<file path="src/rtl/assert_macros.svh">
`ifndef ASSERT_MACROS_SVH
`define ASSERT_MACROS_SVH

// Invariant checked at every clock edge outside reset.
`define URA_ASSERT(label, expr, msg) \
  label: assert property (@(posedge clk) disable iff (!rst_n) (expr)) else $error(msg);

// Condition in one cycle implies consequence in the next.
`define URA_ASSERT_NEXT(label, ante, cons, msg) \
  label: assert property (@(posedge clk) disable iff (!rst_n) (ante) |=> (cons)) else $error(msg);

`endif

</file>
<file path="src/rtl/ura_pkg.sv">
package ura_pkg;

  localparam int RING_W   = 13;
  localparam int SIZE_W   = 29;
  localparam int TAG_W    = 6;
  localparam int STATUS_W = 3;
  localparam int START_W  = 12;
  localparam int RETIRE_W = 7;

  localparam int MAX_UNITS_DEF     = 4096;
  localparam int PENDING_DEPTH_DEF = 64;
  localparam int UNIT_BYTES_DEF    = 65536;

  localparam logic KIND_ALLOC = 1'b0;
  localparam logic KIND_CMPL  = 1'b1;

  typedef enum logic [STATUS_W-1:0] {
    ST_OK              = 3'd0,
    ST_RING_FULL       = 3'd1,
    ST_QUEUE_FULL      = 3'd2,
    ST_ZERO_SIZE       = 3'd3,
    ST_TAG_NOT_PENDING = 3'd4
  } status_t;

  typedef struct packed {
    logic capture;
    logic pop;
    logic place;
    logic cmpl;
  } cmd_t;

  typedef struct packed {
    logic can_retire;
    logic mismatch;
  } stat_t;

endpackage

</file>
<file path="src/rtl/upload_ring_allocator_core.sv">
// Ring allocator for an upload heap in whole units. Pulse start with busy low to transfer an
// allocate (in_kind 0) or completion (in_kind 1) item; busy stays high until the result.
// An allocate first retires R entries from the pending queue front, stopping on a mismatch,
// and then places the request, each retired entry needing one registered read of the
// pending-queue RAM and one compare against the ring tail. Each result is a
// one-cycle out_valid transfer and the receiver cannot stall it; busy drops in that same
// cycle, so the next start can be taken at once. Write cfg_we only while busy is low.
module upload_ring_allocator_core #(
  parameter int MAX_UNITS     = ura_pkg::MAX_UNITS_DEF,
  parameter int PENDING_DEPTH = ura_pkg::PENDING_DEPTH_DEF,
  parameter int UNIT_BYTES    = ura_pkg::UNIT_BYTES_DEF
) (
  input  logic                          clk,
  input  logic                          rst_n,
  input  logic                          cfg_we,
  input  logic [ura_pkg::RING_W-1:0]    cfg_wdata,
  input  logic                          start,
  output logic                          busy,
  input  logic                          in_kind,
  input  logic [ura_pkg::SIZE_W-1:0]    in_size_bytes,
  input  logic [ura_pkg::TAG_W-1:0]     in_done_tag,
  output logic                          out_valid,
  output logic [ura_pkg::STATUS_W-1:0]  out_status,
  output logic [ura_pkg::START_W-1:0]   out_start_unit,
  output logic [ura_pkg::TAG_W-1:0]     out_grant_tag,
  output logic [ura_pkg::RETIRE_W-1:0]  out_retired,
  output logic                          out_mismatch
);
  import ura_pkg::*;

  cmd_t  cmd;
  stat_t st;

  ura_ctrl u_ctrl (
    .clk    (clk),
    .rst_n  (rst_n),
    .start  (start),
    .in_kind(in_kind),
    .st     (st),
    .cmd    (cmd),
    .busy   (busy)
  );

  ura_dpath #(
    .MAX_UNITS    (MAX_UNITS),
    .PENDING_DEPTH(PENDING_DEPTH),
    .UNIT_BYTES   (UNIT_BYTES)
  ) u_dpath (
    .clk           (clk),
    .rst_n         (rst_n),
    .cfg_we        (cfg_we),
    .cfg_wdata     (cfg_wdata),
    .in_size_bytes (in_size_bytes),
    .in_done_tag   (in_done_tag),
    .cmd           (cmd),
    .st            (st),
    .out_valid     (out_valid),
    .out_status    (out_status),
    .out_start_unit(out_start_unit),
    .out_grant_tag (out_grant_tag),
    .out_retired   (out_retired),
    .out_mismatch  (out_mismatch)
  );
endmodule

</file>
<file path="src/rtl/ura_ram.sv">
module ura_ram #(
  parameter int WIDTH = 8,
  parameter int DEPTH = 16
) (
  input  logic                                    clk,
  input  logic                                    we,
  input  logic [((DEPTH > 1) ? $clog2(DEPTH) : 1)-1:0] waddr,
  input  logic [WIDTH-1:0]                        wdata,
  input  logic [((DEPTH > 1) ? $clog2(DEPTH) : 1)-1:0] raddr,
  output logic [WIDTH-1:0]                        rdata
);
  logic [WIDTH-1:0] mem [DEPTH];
  logic [WIDTH-1:0] rdata_r;

  always_ff @(posedge clk) begin
    if (we) begin
      mem[waddr] <= wdata;
    end
    rdata_r <= mem[raddr];
  end

  assign rdata = rdata_r;
endmodule

</file>
<file path="src/rtl/ura_ctrl.sv">
`include "assert_macros.svh"

module ura_ctrl (
  input  logic          clk,
  input  logic          rst_n,
  input  logic          start,
  input  logic          in_kind,
  input  ura_pkg::stat_t st,
  output ura_pkg::cmd_t  cmd,
  output logic          busy
);
  import ura_pkg::*;

  typedef enum logic [2:0] {
    S_IDLE,
    S_RETQ,
    S_RETC,
    S_PLACE,
    S_CMPL
  } state_t;

  state_t state_r, state_nxt;
  logic   busy_r;

  always_comb begin
    state_nxt = state_r;
    unique case (state_r)
      S_IDLE: begin
        if (start) begin
          state_nxt = (in_kind == KIND_CMPL) ? S_CMPL : S_RETQ;
        end
      end
      S_RETQ:  state_nxt = st.can_retire ? S_RETC : S_PLACE;
      S_RETC:  state_nxt = st.mismatch ? S_PLACE : S_RETQ;
      S_PLACE: state_nxt = S_IDLE;
      S_CMPL:  state_nxt = S_IDLE;
      default: state_nxt = S_IDLE;
    endcase
  end

  always_comb begin
    cmd.capture = start && (state_r == S_IDLE);
    cmd.pop     = (state_r == S_RETC);
    cmd.place   = (state_r == S_PLACE);
    cmd.cmpl    = (state_r == S_CMPL);
  end

  always_ff @(posedge clk) begin
    if (!rst_n) begin
      state_r <= S_IDLE;
      busy_r  <= 1'b0;
    end else begin
      state_r <= state_nxt;
      busy_r  <= (state_nxt != S_IDLE);
    end
  end

  assign busy = busy_r;

  `URA_ASSERT(a_busy_state, busy_r == (state_r != S_IDLE), "busy out of step with state")
  `URA_ASSERT_NEXT(a_mism_stop, (state_r == S_RETC) && st.mismatch, state_r == S_PLACE, "retire continued after mismatch")
endmodule

</file>
<file path="src/rtl/ura_dpath.sv">
`include "assert_macros.svh"

module ura_dpath #(
  parameter int MAX_UNITS     = ura_pkg::MAX_UNITS_DEF,
  parameter int PENDING_DEPTH = ura_pkg::PENDING_DEPTH_DEF,
  parameter int UNIT_BYTES    = ura_pkg::UNIT_BYTES_DEF
) (
  input  logic                          clk,
  input  logic                          rst_n,
  input  logic                          cfg_we,
  input  logic [ura_pkg::RING_W-1:0]    cfg_wdata,
  input  logic [ura_pkg::SIZE_W-1:0]    in_size_bytes,
  input  logic [ura_pkg::TAG_W-1:0]     in_done_tag,
  input  ura_pkg::cmd_t                 cmd,
  output ura_pkg::stat_t                st,
  output logic                          out_valid,
  output logic [ura_pkg::STATUS_W-1:0]  out_status,
  output logic [ura_pkg::START_W-1:0]   out_start_unit,
  output logic [ura_pkg::TAG_W-1:0]     out_grant_tag,
  output logic [ura_pkg::RETIRE_W-1:0]  out_retired,
  output logic                          out_mismatch
);
  import ura_pkg::*;

  localparam int UW  = $clog2(MAX_UNITS + 1);
  localparam int QW  = (PENDING_DEPTH > 1) ? $clog2(PENDING_DEPTH) : 1;
  localparam int OW  = QW + 1;
  localparam int CW  = $clog2(PENDING_DEPTH + 1);
  localparam int SH  = $clog2(UNIT_BYTES);
  localparam int NW  = SIZE_W + 1 - SH;
  localparam int RUW = (RING_W > UW) ? RING_W : UW;
  localparam int M1  = (UW > NW) ? UW : NW;
  localparam int AW  = ((M1 > RUW) ? M1 : RUW) + 1;
  localparam int TW  = ((TAG_W > QW) ? TAG_W : QW) + 1;
  localparam int EW  = 2 * UW;

  logic [RUW-1:0]          ring_units_r;
  logic [UW-1:0]           head_r, tail_r;
  logic [QW-1:0]           front_r, back_r;
  logic [CW-1:0]           count_r, retired_r;
  logic [PENDING_DEPTH-1:0] done_r;
  logic                    mism_r;
  logic [NW-1:0]           units_r;
  logic [TAG_W-1:0]        tag_r;

  logic                    out_valid_r;
  status_t                 status_r;
  logic [START_W-1:0]      start_r;
  logic [TAG_W-1:0]        grant_r;
  logic [RETIRE_W-1:0]     retired_out_r;
  logic                    mism_out_r;

  logic [SIZE_W:0]         size_rnd;
  logic [EW-1:0]           rd_data, wr_data;
  logic [UW-1:0]           ent_old, ent_new;
  logic [QW-1:0]           front_inc, back_inc;

  logic [AW-1:0]           units_a, head_a, tail_a, cap_a, ru_a, room_a;
  logic                    fit, qfull;
  logic [UW-1:0]           at_u, new_head;
  status_t                 alloc_st;
  logic                    place_ok;

  logic [TW-1:0]           t_w;
  logic [QW-1:0]           t_idx;
  logic [OW-1:0]           idx_o, front_o, off_o;
  logic                    t_pending;

  assign size_rnd = (SIZE_W + 1)'(in_size_bytes) + (SIZE_W + 1)'(UNIT_BYTES - 1);

  assign ent_old = rd_data[EW-1:UW];
  assign ent_new = rd_data[UW-1:0];

  assign front_inc = (front_r == QW'(PENDING_DEPTH - 1)) ? '0 : front_r + 1'b1;
  assign back_inc  = (back_r == QW'(PENDING_DEPTH - 1)) ? '0 : back_r + 1'b1;

  always_comb begin
    st.can_retire = (count_r != '0) && done_r[front_r];
    st.mismatch   = (ent_old != tail_r);
  end

  // placement
  always_comb begin
    units_a = AW'(units_r);
    head_a  = AW'(head_r);
    tail_a  = AW'(tail_r);
    ru_a    = AW'(ring_units_r);
    if (ru_a == '0) begin
      cap_a = AW'(1);
    end else if (ru_a > AW'(MAX_UNITS)) begin
      cap_a = AW'(MAX_UNITS);
    end else begin
      cap_a = ru_a;
    end
    room_a = (head_a < cap_a) ? cap_a - head_a : '0;
    fit    = 1'b0;
    at_u   = head_r;
    if (tail_r > head_r) begin
      fit = (tail_a - head_a) >= units_a;
    end else if ((tail_r == head_r) && (count_r != '0)) begin
      fit = 1'b0;
    end else if (room_a >= units_a) begin
      fit = 1'b1;
    end else if (tail_a >= units_a) begin
      fit  = 1'b1;
      at_u = '0;
    end
    new_head = UW'(AW'(at_u) + units_a);
    qfull    = (count_r == CW'(PENDING_DEPTH));
    if (units_r == '0) begin
      alloc_st = ST_ZERO_SIZE;
    end else if (qfull) begin
      alloc_st = ST_QUEUE_FULL;
    end else if (!fit) begin
      alloc_st = ST_RING_FULL;
    end else begin
      alloc_st = ST_OK;
    end
    place_ok = cmd.place && (alloc_st == ST_OK);
  end

  assign wr_data = {head_r, new_head};

  // completion window check
  always_comb begin
    t_w     = TW'(tag_r);
    t_idx   = t_w[QW-1:0];
    idx_o   = OW'(t_idx);
    front_o = OW'(front_r);
    off_o   = (idx_o >= front_o) ? idx_o - front_o
                                 : idx_o + OW'(PENDING_DEPTH) - front_o;
    t_pending = (t_w < TW'(PENDING_DEPTH)) && (off_o < OW'(count_r));
  end

  ura_ram #(
    .WIDTH(EW),
    .DEPTH(PENDING_DEPTH)
  ) u_ram (
    .clk  (clk),
    .we   (place_ok),
    .waddr(back_r),
    .wdata(wr_data),
    .raddr(front_r),
    .rdata(rd_data)
  );

  always_ff @(posedge clk) begin
    if (!rst_n) begin
      ring_units_r <= RUW'(MAX_UNITS);
      head_r       <= '0;
      tail_r       <= '0;
      front_r      <= '0;
      back_r       <= '0;
      count_r      <= '0;
      done_r       <= '0;
      retired_r    <= '0;
      mism_r       <= 1'b0;
      out_valid_r  <= 1'b0;
    end else begin
      out_valid_r <= cmd.place || cmd.cmpl;
      if (cfg_we) begin
        ring_units_r <= RUW'(cfg_wdata);
      end
      if (cmd.capture) begin
        retired_r <= '0;
        mism_r    <= 1'b0;
      end
      if (cmd.pop) begin
        front_r   <= front_inc;
        count_r   <= count_r - 1'b1;
        retired_r <= retired_r + 1'b1;
        if (st.mismatch) begin
          mism_r <= 1'b1;
        end else begin
          tail_r <= ent_new;
        end
      end
      if (place_ok) begin
        done_r[back_r] <= 1'b0;
        head_r         <= new_head;
        back_r         <= back_inc;
        count_r        <= count_r + 1'b1;
      end
      if (cmd.cmpl && t_pending) begin
        done_r[t_idx] <= 1'b1;
      end
    end
  end

  always_ff @(posedge clk) begin
    if (cmd.capture) begin
      units_r <= size_rnd[SIZE_W:SH];
      tag_r   <= in_done_tag;
    end
    if (cmd.place) begin
      status_r      <= alloc_st;
      start_r       <= place_ok ? START_W'(at_u) : '0;
      grant_r       <= place_ok ? TAG_W'(back_r) : '0;
      retired_out_r <= RETIRE_W'(retired_r);
      mism_out_r    <= mism_r;
    end else if (cmd.cmpl) begin
      status_r      <= t_pending ? ST_OK : ST_TAG_NOT_PENDING;
      start_r       <= '0;
      grant_r       <= '0;
      retired_out_r <= '0;
      mism_out_r    <= 1'b0;
    end
  end

  assign out_valid      = out_valid_r;
  assign out_status     = status_r;
  assign out_start_unit = start_r;
  assign out_grant_tag  = grant_r;
  assign out_retired    = retired_out_r;
  assign out_mismatch   = mism_out_r;

  `URA_ASSERT(a_count_max, count_r <= CW'(PENDING_DEPTH), "pending count above depth")
  `URA_ASSERT(a_head_max, AW'(head_r) <= AW'(MAX_UNITS), "head beyond ring")
  `URA_ASSERT_NEXT(a_result, cmd.place || cmd.cmpl, out_valid_r, "result transfer missing")
endmodule

</file>
<file path="config.mk">
export PLATFORM = sky130hd
export DESIGN_NAME = upload_ring_allocator_core
export DESIGN_NICKNAME = d
export VERILOG_FILES = /design/src/rtl/ura_pkg.sv /design/src/rtl/upload_ring_allocator_core.sv /design/src/rtl/ura_ram.sv /design/src/rtl/ura_ctrl.sv /design/src/rtl/ura_dpath.sv
export VERILOG_INCLUDE_DIRS = /design/src /design/src/rtl
export SDC_FILE = /design/constraint.sdc
export NUM_CORES = 2
export LEC_CHECK = 0
export BUFFER_PORTS_ARGS = -buffer_cell sky130_fd_sc_hd__buf_2
export CAP_MARGIN = 20
export CORE_MARGIN = 5
export CORE_UTILIZATION = 45
export CTS_BUF_LIST = sky130_fd_sc_hd__clkbuf_8
export DETAILED_ROUTE_END_ITERATION = 7
export HOLD_SLACK_MARGIN = 0.02
export PLACE_DENSITY_LB_ADDON = 0.3
export SLEW_MARGIN = 10
export SYNTH_ARGS = -nofsm -noshare
export SYNTH_HDL_FRONTEND = slang
export SYNTH_SLANG_ARGS = --single-unit
export TNS_END_PERCENT = 20
</file>
<file path="constraint.sdc">
create_clock -name clk -period 21.7 [get_ports clk]
set_input_delay 4.34 -clock clk [delete_from_list [all_inputs] [get_ports clk]]
set_output_delay 4.34 -clock clk [all_outputs]
set_load 0.1 [all_outputs]
</file>
Word-level counts from Yosys, hierarchy flattened. Memory sizes are Yosys's and may differ from the RTL's. A register that Yosys moved wholly into a read port is not among the register bits. Cells that the tools add are included.

Memory bits (writable): 1664. Output and inout bits: 31. Bits in latches: 0. Word-level logic and storage cells: 129. Input bits: 53. ROM bits: 0. Register bits: 184. Memories: 1.

Memories: u_dpath.u_ram.mem (words 64, bits a word 26, read ports 1, clocked after memory_dff 1, wr ports 1, line ura_ram.sv:12) `logic [WIDTH-1:0] mem [DEPTH];`.

Eq/ne operators: 9. Reductions and logical operators: 18. Shift-type cells: 0. Divide/modulo/power cells: 0. Bitwise logic cells: 4. Multiply operators: 0. Mux-type cells: 53. $add $sub $neg: 12. $lt $le $gt $ge: 13.

Operator list (count): $mux 64 (3); $mux 13 (5); $and 64x64->64 (1); $not 64->64 (1); $or 64x64->64 (1); $mux 7 (7); $mux 12 (3); $add 29x16->30 const B (1); $ge 15x14->1 (2); $mux 15 (2); $mux 6 (5); $lt 6x7->1 const B (3); $mux 3 (7); $mux 1 (16); $lt 13x15->1 (1); $sub 15x13->15 (1); $add 7x1->7 const B (2); $ge 13x14->1 (1); $logic_not 14->1 (1); $sub 13x13->14 (1); $add 13x13->13 (1); $eq 13x13->1 (1); $gt 13x13->1 (1); $gt 13x13->1 const B (1); 27 further kinds (41).

Longest topological paths before layout.
Depth in word-level cells: 18. Gate-level depth with buffers: 35. Gate-level depth less buffers: 33.

By module. From an unflattened synthesis, not the netlist that was laid out.

Cell total of the unflattened synthesis: 4133. Area total of the unflattened synthesis: 76286.9 um^2.

Modules (own cells, without submodules): ura_ram (area an instance 64182.8 um^2, instances 1, cells an instance 2841); ura_dpath (area an instance 11897.7 um^2, instances 1, cells an instance 1271); ura_ctrl (area an instance 206.4 um^2, instances 1, cells an instance 21).

Least setup slack after synthesis. Ideal clock, no wire load.

Kind: flip-flop to flip-flop. Start: register u_dpath.head_r[1]. End: memory u_dpath.u_ram.mem[0][12] (netlist name), data pin. Library setup time: 0.568 ns. Path buffers: 2. Arrival time: 9.095 ns. Slack: 12.037 ns. Stages on the path, launching flop included: 31. Path through: dfxtp_1 inv_1 ha_1 nor2b_1 o31a_1 o21ai_1 o21ai_0 a41o_1 nor2_1 or2_2 clkbuf_1 nor2_1 ha_1 or4_1 o21ai_1 a211oi_1 or4_1 nand2b_1 a311o_1 clkbuf_1 and2_1 ha_1 inv_1 fa_1 nor2b_1 o31a_1 o41ai_1 o21ai_0 o41ai_1 xnor2_1 xnor2_1.

Longest elaborated chain between the ends: 7.

RTL lines: start, declared (line ura_dpath.sv:38) `logic [UW-1:0] head_r, tail_r;`; start signal, assigned (line ura_dpath.sv:180) `head_r <= new_head;`; $sub 15x13->15 / $lt 13x15->1 (equally long branches) (line ura_dpath.sv:95) `room_a = (head_a < cap_a) ? cap_a - head_a : '0;`; $mux 15 (line ura_dpath.sv:95); $ge 15x14->1 (line ura_dpath.sv:102) `end else if (room_a >= units_a) begin`; $mux 13 (line ura_dpath.sv:102); $mux 13 (line ura_dpath.sv:100) `end else if ((tail_r == head_r) && (count_r != '0)) begin`; $mux 13 * (line ura_dpath.sv:98) `if (tail_r > head_r) begin`; net u_dpath.at_u[0] (line ura_dpath.sv:60) `logic [UW-1:0] at_u, new_head;`; $add 13x13->13 * (line ura_dpath.sv:108) `new_head = UW'(AW'(at_u) + units_a);`; net u_dpath.new_head[12] (line ura_dpath.sv:60); end, declared (line ura_ram.sv:12).

The timed path passes the listed nets; every way through them passes the cells marked *.

Worst setup path in the final report.
Start: register u_dpath.ring_units_r[4]. End: memory u_dpath.u_ram.mem[41][12] (netlist name), data pin.

Longest elaborated chain between the ends: 10.

RTL lines: start, declared (line ura_dpath.sv:37) `logic [RUW-1:0] ring_units_r;`; start signal, assigned (line ura_dpath.sv:149) `ring_units_r <= RUW'(MAX_UNITS);`; start signal, assigned (line ura_dpath.sv:162) `ring_units_r <= RUW'(cfg_wdata);`; $gt 13x13->1 (line ura_dpath.sv:90) `end else if (ru_a > AW'(MAX_UNITS)) begin`; $mux 13 (line ura_dpath.sv:90); $mux 15 * (line ura_dpath.sv:88) `if (ru_a == '0) begin`; $sub 15x13->15 / $lt 13x15->1 (equally long branches) (line ura_dpath.sv:95); $mux 15 * (line ura_dpath.sv:95); $ge 15x14->1 * (line ura_dpath.sv:102); $mux 13 * (line ura_dpath.sv:102); $mux 13 * (line ura_dpath.sv:100); $mux 13 * (line ura_dpath.sv:98); net u_dpath.at_u[0] (line ura_dpath.sv:60); $add 13x13->13 * (line ura_dpath.sv:108); net u_dpath.new_head[12] (line ura_dpath.sv:60).

Marks and branches as above.

==> results.cfg <==
[synth]
synth_nets = 3823
yosys_warnings = 0
synthCells = 3664
yosys.area_share.simple_pct = 3.56
synthAdderAreaFrac_pct = 1.82
syn_area_per_cell_um2 = 20.5
synth-edff-count = 1713
ys.flop_type = edfxtp_1
muxShareOfSynthArea_pct = 17.4
synth_cell_types = 77
synth-seq-cells = 1874
synth_compound_area_share_pct = 2.22
netlist_area_um2 = 75000
async_reset_ff_share_pct = 0
ys_seq_area_share_pct = 72.9
synth-xor-area-share_pct = 0.782
synth_top_family_by_area = multiplexers

[floorplan]
fp.dieW_um = 418
initial_core_util_pct = 45.4
io_pins = 84
num_rows = 149
die_height_um = 418
die_area_um2 = 175000
core-area_um2 = 165000

[timing]
slew_headroom_pct = 22.6
fin_crit_sh_pct = 38.4
setup_viol = 0
finalWorstSetupSlack_ps = 13360
worstMarginPinSlew_ps = 1150
final.min_clock_period_ps = 8340
finClkSkew_ps = 59.7
finalHoldViolations = 0
fmax_ghz = 0.120
slew_viol_final = 0
grt_setup_unrepaired = false
fin_setup_tns_ps = 0

[clock_network]
cts_root_buf = clkbuf_8
postCtsSetupBuffers = 0
cts_buffers = 313
clockBufferDepth = 4
htree_levels = 5
ctsHoldBuffers = 0
insertion_delay_ps = 1020
post_cts_resized = 0
cts_tree = done
clkTransAtPathRegs_ps = 70
cts.sinks = 1874

[global_route]
grt_start_max_net_pins = 125
antenna_found_initial = 22
overflow = 0
grt_pass1_vias = 39200
track_usage_pct = 22.5
grt_pass1_wl_um = 281000

[placed_design]
gp_congestion = 0.901
dp_slack_ps = 13520
port_buffers = 83
dp_hpwl_um = 110000
placed_cell_area_um2 = 79200

[job]
drv_cap = 0

[setup_path]
required_ps = 22380
max_stage_delay_ps = 530
r2r_cells = 31
start_kind = register
path_class = register to register
crit_arrival_ps = 9010
r2r_end = u_dpath.u_ram.mem[41][12]
crit_path_top_delay_cell = or4_1
cp-end-kind = register
path_max_fanout = 64
worstReg2RegStart = u_dpath.ring_units_r[4]
r2r_setup_slack_ps = 13360

[drt]
routedWlPerCell_um = 30.7
antenna_left = 0
drt-total-wl_um = 197000
firstDrtPassIters = 6
drtIter0Drc = 4641
drc_errors = 0
vias = 38800
vias_per_cell = 6.04

[power]
p_leak_uw = 0.0282
p_per_area_nw_per_um2 = 87.2
ir_worst_vdd_v = 0.0000654

[cells_and_area]
drive_above_1_share_pct = 29.9
finalInstanceArea_um2 = 84500
final_nets = 4168
area_growth_pct = 12.7

[worst_hold_path]
holdPathStages = 2
worstHoldEndpoint = u_dpath.tail_r[10]
hold_start = u_dpath.u_ram.rdata[10]
hold_path_class = register to register

[status]
status = finished, final reports clean
[logic make-up after synthesis]
| kind of cell | Yosys count |
|---|---|
| flip-flops | 1874 |
| multiplexers | 598 |
| AND/OR/NAND/NOR | 505 |
| AO/OA/AOI/OAI | 262 |
| buffers and inverters | 251 |
| adder cells (fa/ha/maj) | 106 |
| XOR/XNOR | 67 |
| other | 1 |
[cell usage in the layout (no fill, tap or decap), drive strengths merged, types with 21 or more instances in the layout]
master and count:
clkinv 90, xnor2 42, ha 101, o21ai 40, xor2 25, clkbuf 321, edfxtp 1713, buf 209
and2 24, mux4 567, nand2 122, nand3 33, nor2 143, or2 21, dfxtp 161, a21oi 80
o22ai 54, mux2i 30, nor4 49, inv 178
[cell usage after synthesis (5+ instances only)]
master    count  share of area [%]
a211oi_1      6              0.060
a21o_1       16               0.16
a21oi_1      79               0.53
and2_1       23               0.19
and3_1       19               0.16
buf_1        51               0.26
buf_2        15               0.10
clkbuf_1    107               0.54
dfxtp_1     161                4.3
edfxtp_1   1713                 69
fa_1          5               0.13
ha_1        101                1.7
inv_1        70               0.35
mux2i_1      30               0.40
mux4_2      567                 17
nand2_1     122               0.61
nand2b_1     11              0.092
nand3_1      33               0.22
nand3b_1      9              0.090
nand4_1      18               0.15
nor2_1      143               0.72
nor2b_1      20               0.17
nor3_1       15               0.10
nor4_1       22               0.18
nor4_2       27               0.45
o21a_1       14               0.14
o21ai_0      36               0.24
o21bai_1     10               0.10
o22ai_1      54               0.45
o41ai_1       7              0.082
or2_2        21               0.18
or4_1         5              0.050
xnor2_1      42               0.49
xor2_1       25               0.29
[how the worst max path moves through the flow]
stage	start	to	slack (ps)	cells past startpoint
after floorplan	u_dpath.head_r[1]	u_dpath.u_ram.mem[0][12]	12040	30
after global placement	u_dpath.ring_units_r[4]	u_dpath.u_ram.mem[56][12]	13580	31
after detailed placement	u_dpath.ring_units_r[4]	u_dpath.u_ram.mem[56][12]	13520	31
after CTS	u_dpath.ring_units_r[4]	u_dpath.u_ram.mem[32][12]	13420	31
after global routing	u_dpath.ring_units_r[4]	u_dpath.u_ram.mem[32][12]	12730	31
final	u_dpath.ring_units_r[4]	u_dpath.u_ram.mem[41][12]	13360	31
[state kept, by name, summed over array words and instances (netlist names), 7 cells and up]
signal,cells
u_dpath.u_ram.mem,1664
u_dpath.done_r,64
u_dpath.u_ram.rdata,26
u_dpath.units_r,14
u_dpath.head_r,13
u_dpath.ring_units_r,13
u_dpath.tail_r,13
u_dpath.out_start_unit,12
u_dpath.count_r,7
u_dpath.out_retired,7
u_dpath.retired_r,7
[stage by stage]
stage / power, uW / utilization [%] / instances / hold WS (ps)
2_1_floorplan: 4500 / - / 3664 / 432
3_3_place_gp: 4680 / 47.9 / 5881 / 442
3_5_place_dp: 4690 / 47.9 / 5882 / 454
4_1_cts: 7430 / 51.1 / 6407 / 462
5_1_grt: 7640 / 51.1 / 6409 / 485
6_report: 7370 / 51.1 / 6417 / 462
[cell type report]
cell class | instances | area, um2
fillers | 13000 | 80800
flip-flops and latches | 1874 | 54700
multi-input cells | 1539 | 20000
clock buffers | 321 | 4420
well taps | 2189 | 2740
repair buffers | 209 | 1440
clock inverters | 204 | 925
inverters | 72 | 280
diodes | 9 | 22.5
[report_power, final]
| part | total, uW | internal [uW] | switching (uW) |
|---|---|---|---|
| logic | 594 | 231 | 363 |
| registers | 4020 | 3990 | 28.0 |
| clock network | 2750 | 1410 | 1350 |
| total | 7370 | 5630 | 1740 |
[per-layer routing]
layer | track usage [%] | vias to the layer above | share of wire [%]
li1 | - | 15900 | -
met1 | 30.9 | 20700 | 40
met2 | 36.0 | 1817 | 48
met3 | 4.93 | 336 | 8.6
met4 | 7.80 | 4 | 3.1
met5 | 0 | - | 0.014
[worst max-delay path, delay by kind of cell, from the launching register on]
family | cells | cell delay, ps
AO/OA/AOI/OAI | 12 | 3060
AND/OR/NAND/NOR | 11 | 2660
adder cells (fa/ha/maj) | 4 | 900
buffers and inverters | 2 | 590
XOR/XNOR | 2 | 450
flip-flops | 1 | 320
Power figures use the tool's default switching activity.
